File: config.mk
export PLATFORM = sky130hd
export DESIGN_NAME = mrope_position_id_generator_top
export DESIGN_NICKNAME = d
export VERILOG_FILES = /design/src/rtl/mrope_pkg.sv /design/src/rtl/mrope_ram.sv /design/src/rtl/mrope_out_buf.sv /design/src/rtl/mrope_position_id_generator_top.sv
export SDC_FILE = /design/constraint.sdc
export NUM_CORES = 1
export LEC_CHECK = 0
export BUFFER_PORTS_ARGS = -buffer_cell sky130_fd_sc_hd__buf_2
export CAP_MARGIN = 25
export CORE_ASPECT_RATIO = 2
export CORE_MARGIN = 2
export CORE_UTILIZATION = 50
export DETAILED_ROUTE_END_ITERATION = 8
export PLACE_DENSITY = 0.74
export SETUP_SLACK_MARGIN = 0.4
export SLEW_MARGIN = 20
export SYNTH_ARGS = -nofsm -noshare
export SYNTH_HDL_FRONTEND = slang
export SYNTH_SLANG_ARGS = --single-unit
File: constraint.sdc
create_clock -name clk -period 9.15 [get_ports clk]
set_clock_uncertainty 0.1 [all_clocks]
set_input_delay 0.4575 -clock clk [delete_from_list [all_inputs] [get_ports clk]]
set_output_delay 0.4575 -clock clk [all_outputs]
set_load 0.005 [all_outputs]
File: src/rtl/mrope_pkg.sv
`timescale 1ns / 1ps
// Shared types, widths and codes of the multimodal rotary position id generator.
package mrope_pkg;

  localparam int QUEUE_DEPTH = 16;
  localparam int QADDR_W     = (QUEUE_DEPTH > 1) ? $clog2(QUEUE_DEPTH) : 1;
  localparam int QCNT_W      = $clog2(QUEUE_DEPTH + 1);

  localparam int POS_W      = 20;
  localparam int TOKEN_W    = 18;
  localparam int GT_W       = 3;
  localparam int GHW_W      = 10;
  localparam int MSHIFT_W   = 2;
  localparam int REQ_W      = 2;
  localparam int STATUS_W   = 2;
  localparam int CFG_IDX_W  = 1;
  localparam int CFG_DATA_W = 18;
  localparam int GRID_W     = GT_W + 2 * GHW_W;

  localparam logic [MSHIFT_W-1:0] MERGE_SHIFT_RST = MSHIFT_W'(1);

  typedef enum logic [REQ_W-1:0] {
    REQ_PROMPT  = 2'd0,
    REQ_PUSH    = 2'd1,
    REQ_NEW_SEQ = 2'd2,
    REQ_GEN     = 2'd3
  } req_e_t;

  typedef enum logic [STATUS_W-1:0] {
    ST_OK         = 2'd0,
    ST_NO_GRID    = 2'd1,
    ST_QUEUE_FULL = 2'd2,
    ST_SATURATED  = 2'd3
  } status_e_t;

  typedef enum logic [CFG_IDX_W-1:0] {
    CFG_VISION_START_ID = 1'b0,
    CFG_MERGE_SHIFT     = 1'b1
  } cfg_idx_e_t;

  typedef struct packed {
    logic [GT_W-1:0]  t;
    logic [GHW_W-1:0] h;
    logic [GHW_W-1:0] w;
  } grid_t;

  typedef struct packed {
    logic [POS_W-1:0]    pos_t;
    logic [POS_W-1:0]    pos_h;
    logic [POS_W-1:0]    pos_w;
    logic                is_visual;
    logic [STATUS_W-1:0] status;
  } result_t;

endpackage

File: src/rtl/mrope_ram.sv
`timescale 1ns / 1ps
// Generic single-write, single-read RAM with a registered read port.
module mrope_ram #(
  parameter int WIDTH  = 8,
  parameter int DEPTH  = 16,
  parameter int ADDR_W = (DEPTH > 1) ? $clog2(DEPTH) : 1
) (
  input  logic              clk,
  input  logic              we,
  input  logic [ADDR_W-1:0] waddr,
  input  logic [WIDTH-1:0]  wdata,
  input  logic [ADDR_W-1:0] raddr,
  output logic [WIDTH-1:0]  rdata
);

  logic [WIDTH-1:0] mem [DEPTH];

  always_ff @(posedge clk) begin
    if (we) begin
      mem[waddr] <= wdata;
    end
    rdata <= mem[raddr];
  end

endmodule

File: src/rtl/mrope_out_buf.sv
`timescale 1ns / 1ps
// Output register with a skid entry, so that the input side can still hand over one result while the output stalls.
module mrope_out_buf (
  input  logic              clk,
  input  logic              rst_n,
  input  logic              res_valid,
  input  mrope_pkg::result_t res,
  output logic              res_ready,
  output logic              out_valid,
  input  logic              out_ready,
  output mrope_pkg::result_t out_res
);
  import mrope_pkg::*;

  logic    out_valid_r, out_valid_nxt;
  logic    skid_valid_r, skid_valid_nxt;
  result_t out_res_r, out_res_nxt;
  result_t skid_res_r, skid_res_nxt;

  always_comb begin
    out_valid_nxt  = out_valid_r;
    skid_valid_nxt = skid_valid_r;
    out_res_nxt    = out_res_r;
    skid_res_nxt   = skid_res_r;
    if (!out_valid_r || out_ready) begin
      if (skid_valid_r) begin
        out_valid_nxt  = 1'b1;
        out_res_nxt    = skid_res_r;
        skid_valid_nxt = 1'b0;
      end else begin
        out_valid_nxt = res_valid;
        out_res_nxt   = res;
      end
    end else if (res_valid) begin
      // The output register is held, so the new transaction parks in the skid entry.
      skid_valid_nxt = 1'b1;
      skid_res_nxt   = res;
    end
  end

  always_ff @(posedge clk) begin
    if (!rst_n) begin
      out_valid_r  <= 1'b0;
      skid_valid_r <= 1'b0;
    end else begin
      out_valid_r  <= out_valid_nxt;
      skid_valid_r <= skid_valid_nxt;
    end
    out_res_r  <= out_res_nxt;
    skid_res_r <= skid_res_nxt;
  end

  assign res_ready = !skid_valid_r;
  assign out_valid = out_valid_r;
  assign out_res   = out_res_r;

endmodule

File: src/rtl/mrope_position_id_generator_top.sv
`timescale 1ns / 1ps
// Top level of the multimodal rotary position id generator.
// A result is registered in the output buffer, in its skid entry while out_* stalls.
// Throughput: one item per cycle while the skid entry is free; the grid RAM read port
// reads the head each cycle; a bypass covers a grid written the cycle before its pop.
// Reset clears positions, span state, queue pointers and configuration (merge shift 1);
// the grid RAM contents are not cleared and only written entries are ever popped.
module mrope_position_id_generator_top (
  input  logic                                clk,
  input  logic                                rst_n,
  input  logic                                in_valid,
  output logic                                in_ready,
  input  logic [mrope_pkg::REQ_W-1:0]         in_req_type,
  input  logic [mrope_pkg::TOKEN_W-1:0]       in_token_id,
  input  logic [mrope_pkg::GT_W-1:0]          in_grid_t,
  input  logic [mrope_pkg::GHW_W-1:0]         in_grid_h,
  input  logic [mrope_pkg::GHW_W-1:0]         in_grid_w,
  output logic                                out_valid,
  input  logic                                out_ready,
  output logic [mrope_pkg::POS_W-1:0]         out_pos_t,
  output logic [mrope_pkg::POS_W-1:0]         out_pos_h,
  output logic [mrope_pkg::POS_W-1:0]         out_pos_w,
  output logic                                out_is_visual,
  output logic [mrope_pkg::STATUS_W-1:0]      out_status,
  input  logic                                cfg_valid,
  output logic                                cfg_ready,
  input  logic [mrope_pkg::CFG_IDX_W-1:0]     cfg_index,
  input  logic [mrope_pkg::CFG_DATA_W-1:0]    cfg_data
);
  import mrope_pkg::*;

  localparam logic [QADDR_W-1:0] LAST_SLOT  = QADDR_W'(QUEUE_DEPTH - 1);
  localparam logic [QCNT_W-1:0]  FULL_COUNT = QCNT_W'(QUEUE_DEPTH);

  function automatic logic [POS_W:0] sat_add(input logic [POS_W-1:0] a,
                                             input logic [POS_W-1:0] b);
    logic [POS_W:0] s;
    s = {1'b0, a} + {1'b0, b};
    if (s[POS_W]) begin
      s = {1'b1, {POS_W{1'b1}}};
    end
    return s;
  endfunction

  function automatic logic [GHW_W-1:0] max3(input logic [GT_W-1:0] a,
                                            input logic [GHW_W-1:0] b,
                                            input logic [GHW_W-1:0] c);
    logic [GHW_W-1:0] m;
    m = GHW_W'(a);
    if (b > m) begin
      m = b;
    end
    if (c > m) begin
      m = c;
    end
    return m;
  endfunction

  function automatic logic [QADDR_W-1:0] ptr_inc(input logic [QADDR_W-1:0] p);
    return (p == LAST_SLOT) ? '0 : p + QADDR_W'(1);
  endfunction

  // Configuration.
  logic [TOKEN_W-1:0]  vision_start_id_r;
  logic [MSHIFT_W-1:0] merge_shift_r;

  // Sequence and queue state.
  logic [QADDR_W-1:0] head_r, head_nxt;
  logic [QADDR_W-1:0] tail_r, tail_nxt;
  logic [QCNT_W-1:0]  count_r, count_nxt;
  logic [POS_W-1:0]   base_r, base_nxt;
  logic [POS_W-1:0]   run_r, run_nxt;
  logic               vis_r, vis_nxt;
  grid_t              dims_r, dims_nxt;
  grid_t              cnt_r, cnt_nxt;

  // Grid RAM and its head bypass.
  logic               ram_we;
  logic [GRID_W-1:0]  ram_rdata;
  grid_t              push_grid;
  logic               fwd_r;
  grid_t              fwd_data_r;
  grid_t              head_grid;

  // Datapath.
  logic               in_fire;
  logic               res_valid;
  result_t            res;
  logic [POS_W:0]     b_sum, b_plus1, run_inc, close_cur, pop_close;
  logic [POS_W:0]     vt_sum, vh_sum, vw_sum;
  logic [GHW_W-1:0]   g_h, g_w;
  logic [GHW_W:0]     w1, h1;
  logic [GT_W:0]      t1;
  grid_t              cnt_step;
  logic               span_done;
  logic               vis_sat;

  assign in_fire   = in_valid && in_ready;
  assign cfg_ready = 1'b1;
  assign push_grid = '{t: in_grid_t, h: in_grid_h, w: in_grid_w};
  assign head_grid = fwd_r ? fwd_data_r : grid_t'(ram_rdata);

  assign b_sum     = sat_add(base_r, run_r);
  assign b_plus1   = sat_add(b_sum[POS_W-1:0], POS_W'(1));
  assign run_inc   = sat_add(run_r, POS_W'(1));
  assign close_cur = sat_add(b_sum[POS_W-1:0], POS_W'(max3(dims_r.t, dims_r.h, dims_r.w)));

  assign g_h       = head_grid.h >> merge_shift_r;
  assign g_w       = head_grid.w >> merge_shift_r;
  assign pop_close = sat_add(b_plus1[POS_W-1:0], POS_W'(max3(head_grid.t, g_h, g_w)));

  assign vt_sum  = sat_add(b_sum[POS_W-1:0], POS_W'(cnt_r.t));
  assign vh_sum  = sat_add(b_sum[POS_W-1:0], POS_W'(cnt_r.h));
  assign vw_sum  = sat_add(b_sum[POS_W-1:0], POS_W'(cnt_r.w));
  assign vis_sat = b_sum[POS_W] | vt_sum[POS_W] | vh_sum[POS_W] | vw_sum[POS_W];

  // Span walk in t, h, w order with w fastest.
  assign w1 = {1'b0, cnt_r.w} + (GHW_W + 1)'(1);
  assign h1 = {1'b0, cnt_r.h} + (GHW_W + 1)'(1);
  assign t1 = {1'b0, cnt_r.t} + (GT_W + 1)'(1);

  always_comb begin
    cnt_step  = cnt_r;
    span_done = 1'b0;
    if (w1 >= {1'b0, dims_r.w}) begin
      cnt_step.w = '0;
      if (h1 >= {1'b0, dims_r.h}) begin
        cnt_step.h = '0;
        if (t1 >= {1'b0, dims_r.t}) begin
          span_done = 1'b1;
        end else begin
          cnt_step.t = t1[GT_W-1:0];
        end
      end else begin
        cnt_step.h = h1[GHW_W-1:0];
      end
    end else begin
      cnt_step.w = w1[GHW_W-1:0];
    end
  end

  always_comb begin
    head_nxt  = head_r;
    tail_nxt  = tail_r;
    count_nxt = count_r;
    base_nxt  = base_r;
    run_nxt   = run_r;
    vis_nxt   = vis_r;
    dims_nxt  = dims_r;
    cnt_nxt   = cnt_r;
    ram_we    = 1'b0;
    res_valid = 1'b0;
    res       = '0;
    if (in_fire) begin
      case (req_e_t'(in_req_type))
        REQ_PUSH: begin
          if (count_r >= FULL_COUNT) begin
            res_valid  = 1'b1;
            res.status = ST_QUEUE_FULL;
          end else begin
            ram_we    = 1'b1;
            tail_nxt  = ptr_inc(tail_r);
            count_nxt = count_r + QCNT_W'(1);
          end
        end
        REQ_NEW_SEQ: begin
          base_nxt = '0;
          run_nxt  = '0;
          vis_nxt  = 1'b0;
          dims_nxt = '0;
          cnt_nxt  = '0;
        end
        REQ_GEN: begin
          res_valid = 1'b1;
          if (vis_r) begin
            // The open span is abandoned: the base moves past it first.
            base_nxt      = close_cur[POS_W-1:0];
            run_nxt       = POS_W'(1);
            vis_nxt       = 1'b0;
            cnt_nxt       = '0;
            res.pos_t     = close_cur[POS_W-1:0];
            res.pos_h     = close_cur[POS_W-1:0];
            res.pos_w     = close_cur[POS_W-1:0];
            res.status    = ST_OK;
          end else begin
            run_nxt    = run_inc[POS_W-1:0];
            res.pos_t  = b_sum[POS_W-1:0];
            res.pos_h  = b_sum[POS_W-1:0];
            res.pos_w  = b_sum[POS_W-1:0];
            res.status = b_sum[POS_W] ? ST_SATURATED : ST_OK;
          end
        end
        REQ_PROMPT: begin
          res_valid = 1'b1;
          if (vis_r) begin
            res.pos_t     = vt_sum[POS_W-1:0];
            res.pos_h     = vh_sum[POS_W-1:0];
            res.pos_w     = vw_sum[POS_W-1:0];
            res.is_visual = 1'b1;
            res.status    = vis_sat ? ST_SATURATED : ST_OK;
            if (span_done) begin
              base_nxt = close_cur[POS_W-1:0];
              run_nxt  = '0;
              vis_nxt  = 1'b0;
              cnt_nxt  = '0;
            end else begin
              cnt_nxt = cnt_step;
            end
          end else begin
            run_nxt    = run_inc[POS_W-1:0];
            res.pos_t  = b_sum[POS_W-1:0];
            res.pos_h  = b_sum[POS_W-1:0];
            res.pos_w  = b_sum[POS_W-1:0];
            res.status = b_sum[POS_W] ? ST_SATURATED : ST_OK;
            if (in_token_id == vision_start_id_r) begin
              if (count_r == '0) begin
                res.status = ST_NO_GRID;
              end else begin
                head_nxt  = ptr_inc(head_r);
                count_nxt = count_r - QCNT_W'(1);
                dims_nxt  = '{t: head_grid.t, h: g_h, w: g_w};
                cnt_nxt   = '0;
                if ((head_grid.t == '0) || (g_h == '0) || (g_w == '0)) begin
                  // An empty span closes at once, counting this token in the run.
                  base_nxt = pop_close[POS_W-1:0];
                  run_nxt  = '0;
                end else begin
                  vis_nxt = 1'b1;
                end
              end
            end
          end
        end
        default: begin
          res_valid = 1'b0;
        end
      endcase
    end
  end

  always_ff @(posedge clk) begin
    if (!rst_n) begin
      vision_start_id_r <= '0;
      merge_shift_r     <= MERGE_SHIFT_RST;
      head_r            <= '0;
      tail_r            <= '0;
      count_r           <= '0;
      base_r            <= '0;
      run_r             <= '0;
      vis_r             <= 1'b0;
      dims_r            <= '0;
      cnt_r             <= '0;
      fwd_r             <= 1'b0;
    end else begin
      if (cfg_valid && cfg_ready) begin
        case (cfg_idx_e_t'(cfg_index))
          CFG_VISION_START_ID: vision_start_id_r <= cfg_data[TOKEN_W-1:0];
          CFG_MERGE_SHIFT:     merge_shift_r     <= cfg_data[MSHIFT_W-1:0];
          default: begin
            merge_shift_r <= merge_shift_r;
          end
        endcase
      end
      head_r  <= head_nxt;
      tail_r  <= tail_nxt;
      count_r <= count_nxt;
      base_r  <= base_nxt;
      run_r   <= run_nxt;
      vis_r   <= vis_nxt;
      dims_r  <= dims_nxt;
      cnt_r   <= cnt_nxt;
      // A grid written into the slot that becomes the head bypasses the RAM read.
      fwd_r   <= ram_we && (tail_r == head_nxt);
    end
    fwd_data_r <= push_grid;
  end

  mrope_ram #(
    .WIDTH (GRID_W),
    .DEPTH (QUEUE_DEPTH),
    .ADDR_W(QADDR_W)
  ) u_grid_ram (
    .clk  (clk),
    .we   (ram_we),
    .waddr(tail_r),
    .wdata(push_grid),
    .raddr(head_nxt),
    .rdata(ram_rdata)
  );

  result_t out_res;

  mrope_out_buf u_out_buf (
    .clk      (clk),
    .rst_n    (rst_n),
    .res_valid(res_valid),
    .res      (res),
    .res_ready(in_ready),
    .out_valid(out_valid),
    .out_ready(out_ready),
    .out_res  (out_res)
  );

  assign out_pos_t     = out_res.pos_t;
  assign out_pos_h     = out_res.pos_h;
  assign out_pos_w     = out_res.pos_w;
  assign out_is_visual = out_res.is_visual;
  assign out_status    = out_res.status;

endmodule

==> flow_metrics.tcl <==
set metrics [dict create \
    leakagePower_nw 14.84 \
    worstMarginPinSlew_ns 1.156 \
    synth_area_um2 34410 \
    switching_share_pct 22.06 \
    dp_hpwl_mm 60.27 \
    fp.dieW_um 189.5 \
    wl_per_cell_um 21.74 \
    clockRootBuffer "clkbuf_16" \
    cts_tree "done" \
    synth_compound_area_share_pct 19.92 \
    clock_latency_ns 0.64 \
    grtUsageTotal_pct 25.71 \
    clock-sinks 663 \
    place_inst 4154 \
    cp-end-kind "flop" \
    cp-start-kind "flop" \
    r2r_cells 35 \
    syn_inst 3268 \
    hp-class "input pin to flop" \
    drt-vias-per-instance 6.157 \
    dieArea_um2 71060 \
    grt_pass1_wl_mm 143.9 \
    ir_drop_uv 161.1 \
    p_clk_share_pct 41.1 \
    maxSlewHeadroom_pct 22.93 \
    cp_max_fo 17 \
    tns_ns 0 \
    yosysWarnings 0 \
    synthMuxAreaShare_pct 2.007 \
    syn_area_per_cell_um2 10.53 \
    h-tree-depth 2 \
    synth-adder-area-share_pct 5.135 \
    grt_max_degree 187 \
    hold_path_depth 1 \
    r2r_start "fwd_r$_SDFF_PN0_" \
    fp.coreArea_um2 68410 \
    drcViolationCount 0 \
    rows 136 \
    synth-simple-area-share_pct 13.53 \
    synth-seq-cells 663 \
    layout_common_cells "edfxtp_1 (494), nand2_1 (413), a21oi_1 (283), dfxtp_1 (166), nor2_1 (164)" \
    gp_congestion 0.9452 \
    yosysUniqueCellTypes 100 \
    finalPower_mw 6.111 \
    final_antenna_net_count 0 \
    synth_nets 3472 \
    min_to "fwd_data_r[10]$_DFF_P_" \
    criticalPathCategory "flop to flop" \
    portBuffers 131 \
    grt_pass1_vias 25330 \
    rsz0062_at_grt "false" \
    cts_setup_buffers 0 \
    clk_pin_slew_ns 0.07 \
    critPathRequiredTime_ns 9.52 \
    synth_edf_count 494 \
    instances_no_fill 4304 \
    layout_commonest_cell "edfxtp_1" \
    path_buf_inv 0 \
    post-place-ws_ns 0.8907 \
    switchingPower_mw 1.348 \
    synth_top_flop_cell "edfxtp_1" \
    slowest_delay_ns 0.59 \
    antenna_found_initial 1 \
    clockBufferDepth 3 \
    async_reset_ff_share_pct 0 \
    maxSlewViolCount 0 \
    cpMostUsedCell "a21oi_1" \
    drt_iter0_markers 3016 \
    holdWs_ns 0.03665 \
    io_pins 133 \
    synth_top_family_by_area "compound AO/OA/AOI/OAI gates" \
    finalSetupViolCount 0 \
    cap_violations 0 \
    area_delta_synth_final_pct 11.33 \
    cellPowerDensity_nw_per_um2 159.5 \
    max_freq_ghz 0.1239 \
    p_seq_share_pct 53.5 \
    setup_slack_ns 1.082 \
    status "finished, final reports clean" \
    dr.pass1.iters 6 \
    die_h_um 375.0 \
    intPower_mw 4.763 \
    timing.final.crit_share_pct 88.18 \
    combPwrFrac_pct 5.4 \
    slowest_stage "mux4_2" \
    min_period_ns 8.068 \
    start_util_pct 50.30 \
    hold_start "in_grid_h[0]" \
    crit_family "compound AO/OA/AOI/OAI gates" \
    via_count 26500 \
    synth_seq_area_share_pct 52.95 \
    finalHoldViolCount 0 \
    nets 3560 \
    drt-total-wl_mm 93.59 \
    synth_xor_area_share_pct 3.156 \
    grt_overflow_total 0 \
    layout-drive-gt1-share_pct 11.28 \
    numCtsBuffers 57 \
    rrSetupSlack_ns 1.08 \
    timing.rr.end "base_r[17]$_SDFFE_PN0P_" \
    worstPathArrival_ns 8.44 \
    fillers 5763 \
]
## metal layers
layer / vias to the layer above / global-route usage (%) / routed length (um)
met4: 0 / 8.074 / 2798
met2: 1093 / 41.81 / 44090
met3: 172 / 3.051 / 6673
li1: 12370 / - / -
met5: - / 0 / 0
met1: 12860 / 35.98 / 40020
## worst max path at each step
stage	depth (start not counted)	slack, ns	endpoint	from
global placement	33	0.97	base_r[17]$_SDFFE_PN0P_	fwd_r$_SDFF_PN0_
global route	33	0.54	base_r[17]$_SDFFE_PN0P_	fwd_r$_SDFF_PN0_
detailed placement	35	0.89	base_r[17]$_SDFFE_PN0P_	fwd_r$_SDFF_PN0_
finish	35	1.08	base_r[17]$_SDFFE_PN0P_	fwd_r$_SDFF_PN0_
floorplan	35	1.65	base_r[15]$_SDFFE_PN0P_	run_r[7]$_SDFFE_PN0P_
CTS	35	0.86	base_r[17]$_SDFFE_PN0P_	fwd_r$_SDFF_PN0_
## cell usage after synthesis, drive strengths merged, types with 6 or more instances
library cell | n | area [um^2]
o311ai | 9 | 86.34
and2 | 115 | 721.9
a211oi | 136 | 1069
or3 | 20 | 125.1
nor4 | 16 | 151.4
edfxtp | 494 | 14830
o21bai | 15 | 112.6
or2 | 13 | 81.32
a32o | 9 | 90.09
o211a | 8 | 80.08
nor2b | 18 | 112.6
o2111ai | 6 | 58.80
o221ai | 9 | 78.83
o21a | 45 | 337.8
nand2b | 25 | 158.9
a21oi | 285 | 1441
a31oi | 67 | 434.2
a221oi | 9 | 78.83
fa | 7 | 140.1
xor2 | 51 | 446.7
nand3 | 61 | 310.3
mux2 | 16 | 180.2
nand2 | 413 | 1550
o211ai | 16 | 125.1
and3 | 16 | 100.1
inv | 79 | 296.5
buf | 51 | 271.5
ha | 130 | 1627
nand3b | 7 | 52.55
a21o | 101 | 758.2
a22oi | 29 | 217.7
nor3 | 51 | 260.3
mux2i | 33 | 330.3
nor2 | 177 | 666.9
clkbuf | 150 | 564.3
o31ai | 12 | 95.09
dfxtp | 169 | 3383
nand4 | 30 | 193.9
a211o | 9 | 78.83
mux4 | 8 | 180.2
o21ai | 156 | 795.8
xnor2 | 73 | 639.4
a311oi | 52 | 455.4
## final cells by class
cell class                      instances  area (um^2)  share of cell area, %
Antenna cell                            2        5.005                0.01307
Clock buffer                           89         1764                  4.605
Clock inverter                         19        200.2                 0.5226
Inverter                               79        297.8                 0.7774
Multi-Input combinational cell       2325        15180                  39.64
Sequential cell                       663        18220                  47.57
Tap cell                              897         1122                  2.930
Timing Repair Buffer                  230         1511                  3.946
## through the flow
| step | area (um^2) | util (%) |
|---|---|---|
| 6_report | 38310 | 56.00 |
| 5_1_grt | 38300 | 55.99 |
| 4_1_cts | 38280 | 55.96 |
| 3_5_place_dp | 35950 | 52.55 |
| 3_3_place_gp | 35930 | 52.52 |
| 2_1_floorplan | 34410 | - |
## kinds of logic after synthesis
family / after synthesis
multiplexers: 57
buffers and inverters: 280
XOR/XNOR: 124
AND/OR/NAND/NOR: 982
AO/OA/AOI/OAI: 1024
flip-flops: 663
adder cells (fa/ha/maj): 137
other: 1
## flip-flops by register name, indices dropped and copies added, names as in the netlist, 2 cells and up
register and count:
base_r 20, u_grid_ram.mem 368, run_r 20, dims_r 23, tail_r 4, fwd_data_r 23, vision_start_id_r 18, merge_shift_r 2
u_out_buf.skid_res_r 63, u_out_buf.out_res 63, count_r 5, u_grid_ram.rdata 23, head_r 4, cnt_r 23
## power groups by stage
stage          logic (mW)  clock network [mW]  registers [mW]
2_1_floorplan       0.190                   0            3.33
3_3_place_gp        0.307                   0            3.33
3_5_place_dp        0.314                   0            3.33
4_1_cts             0.329                2.56            3.27
5_1_grt             0.362                2.66            3.27
6_report            0.332                2.51            3.27
## timing repair
| item | CTS | global route |
|---|---|---|
| endpoints found under the setup margin | 0 | 9 |
| hold endpoints to repair | 37 | 0 |
| hold buffers | 37 | 0 |
| gates resized for setup | 0 | 1 |
(Power assumes the default switching activity.)
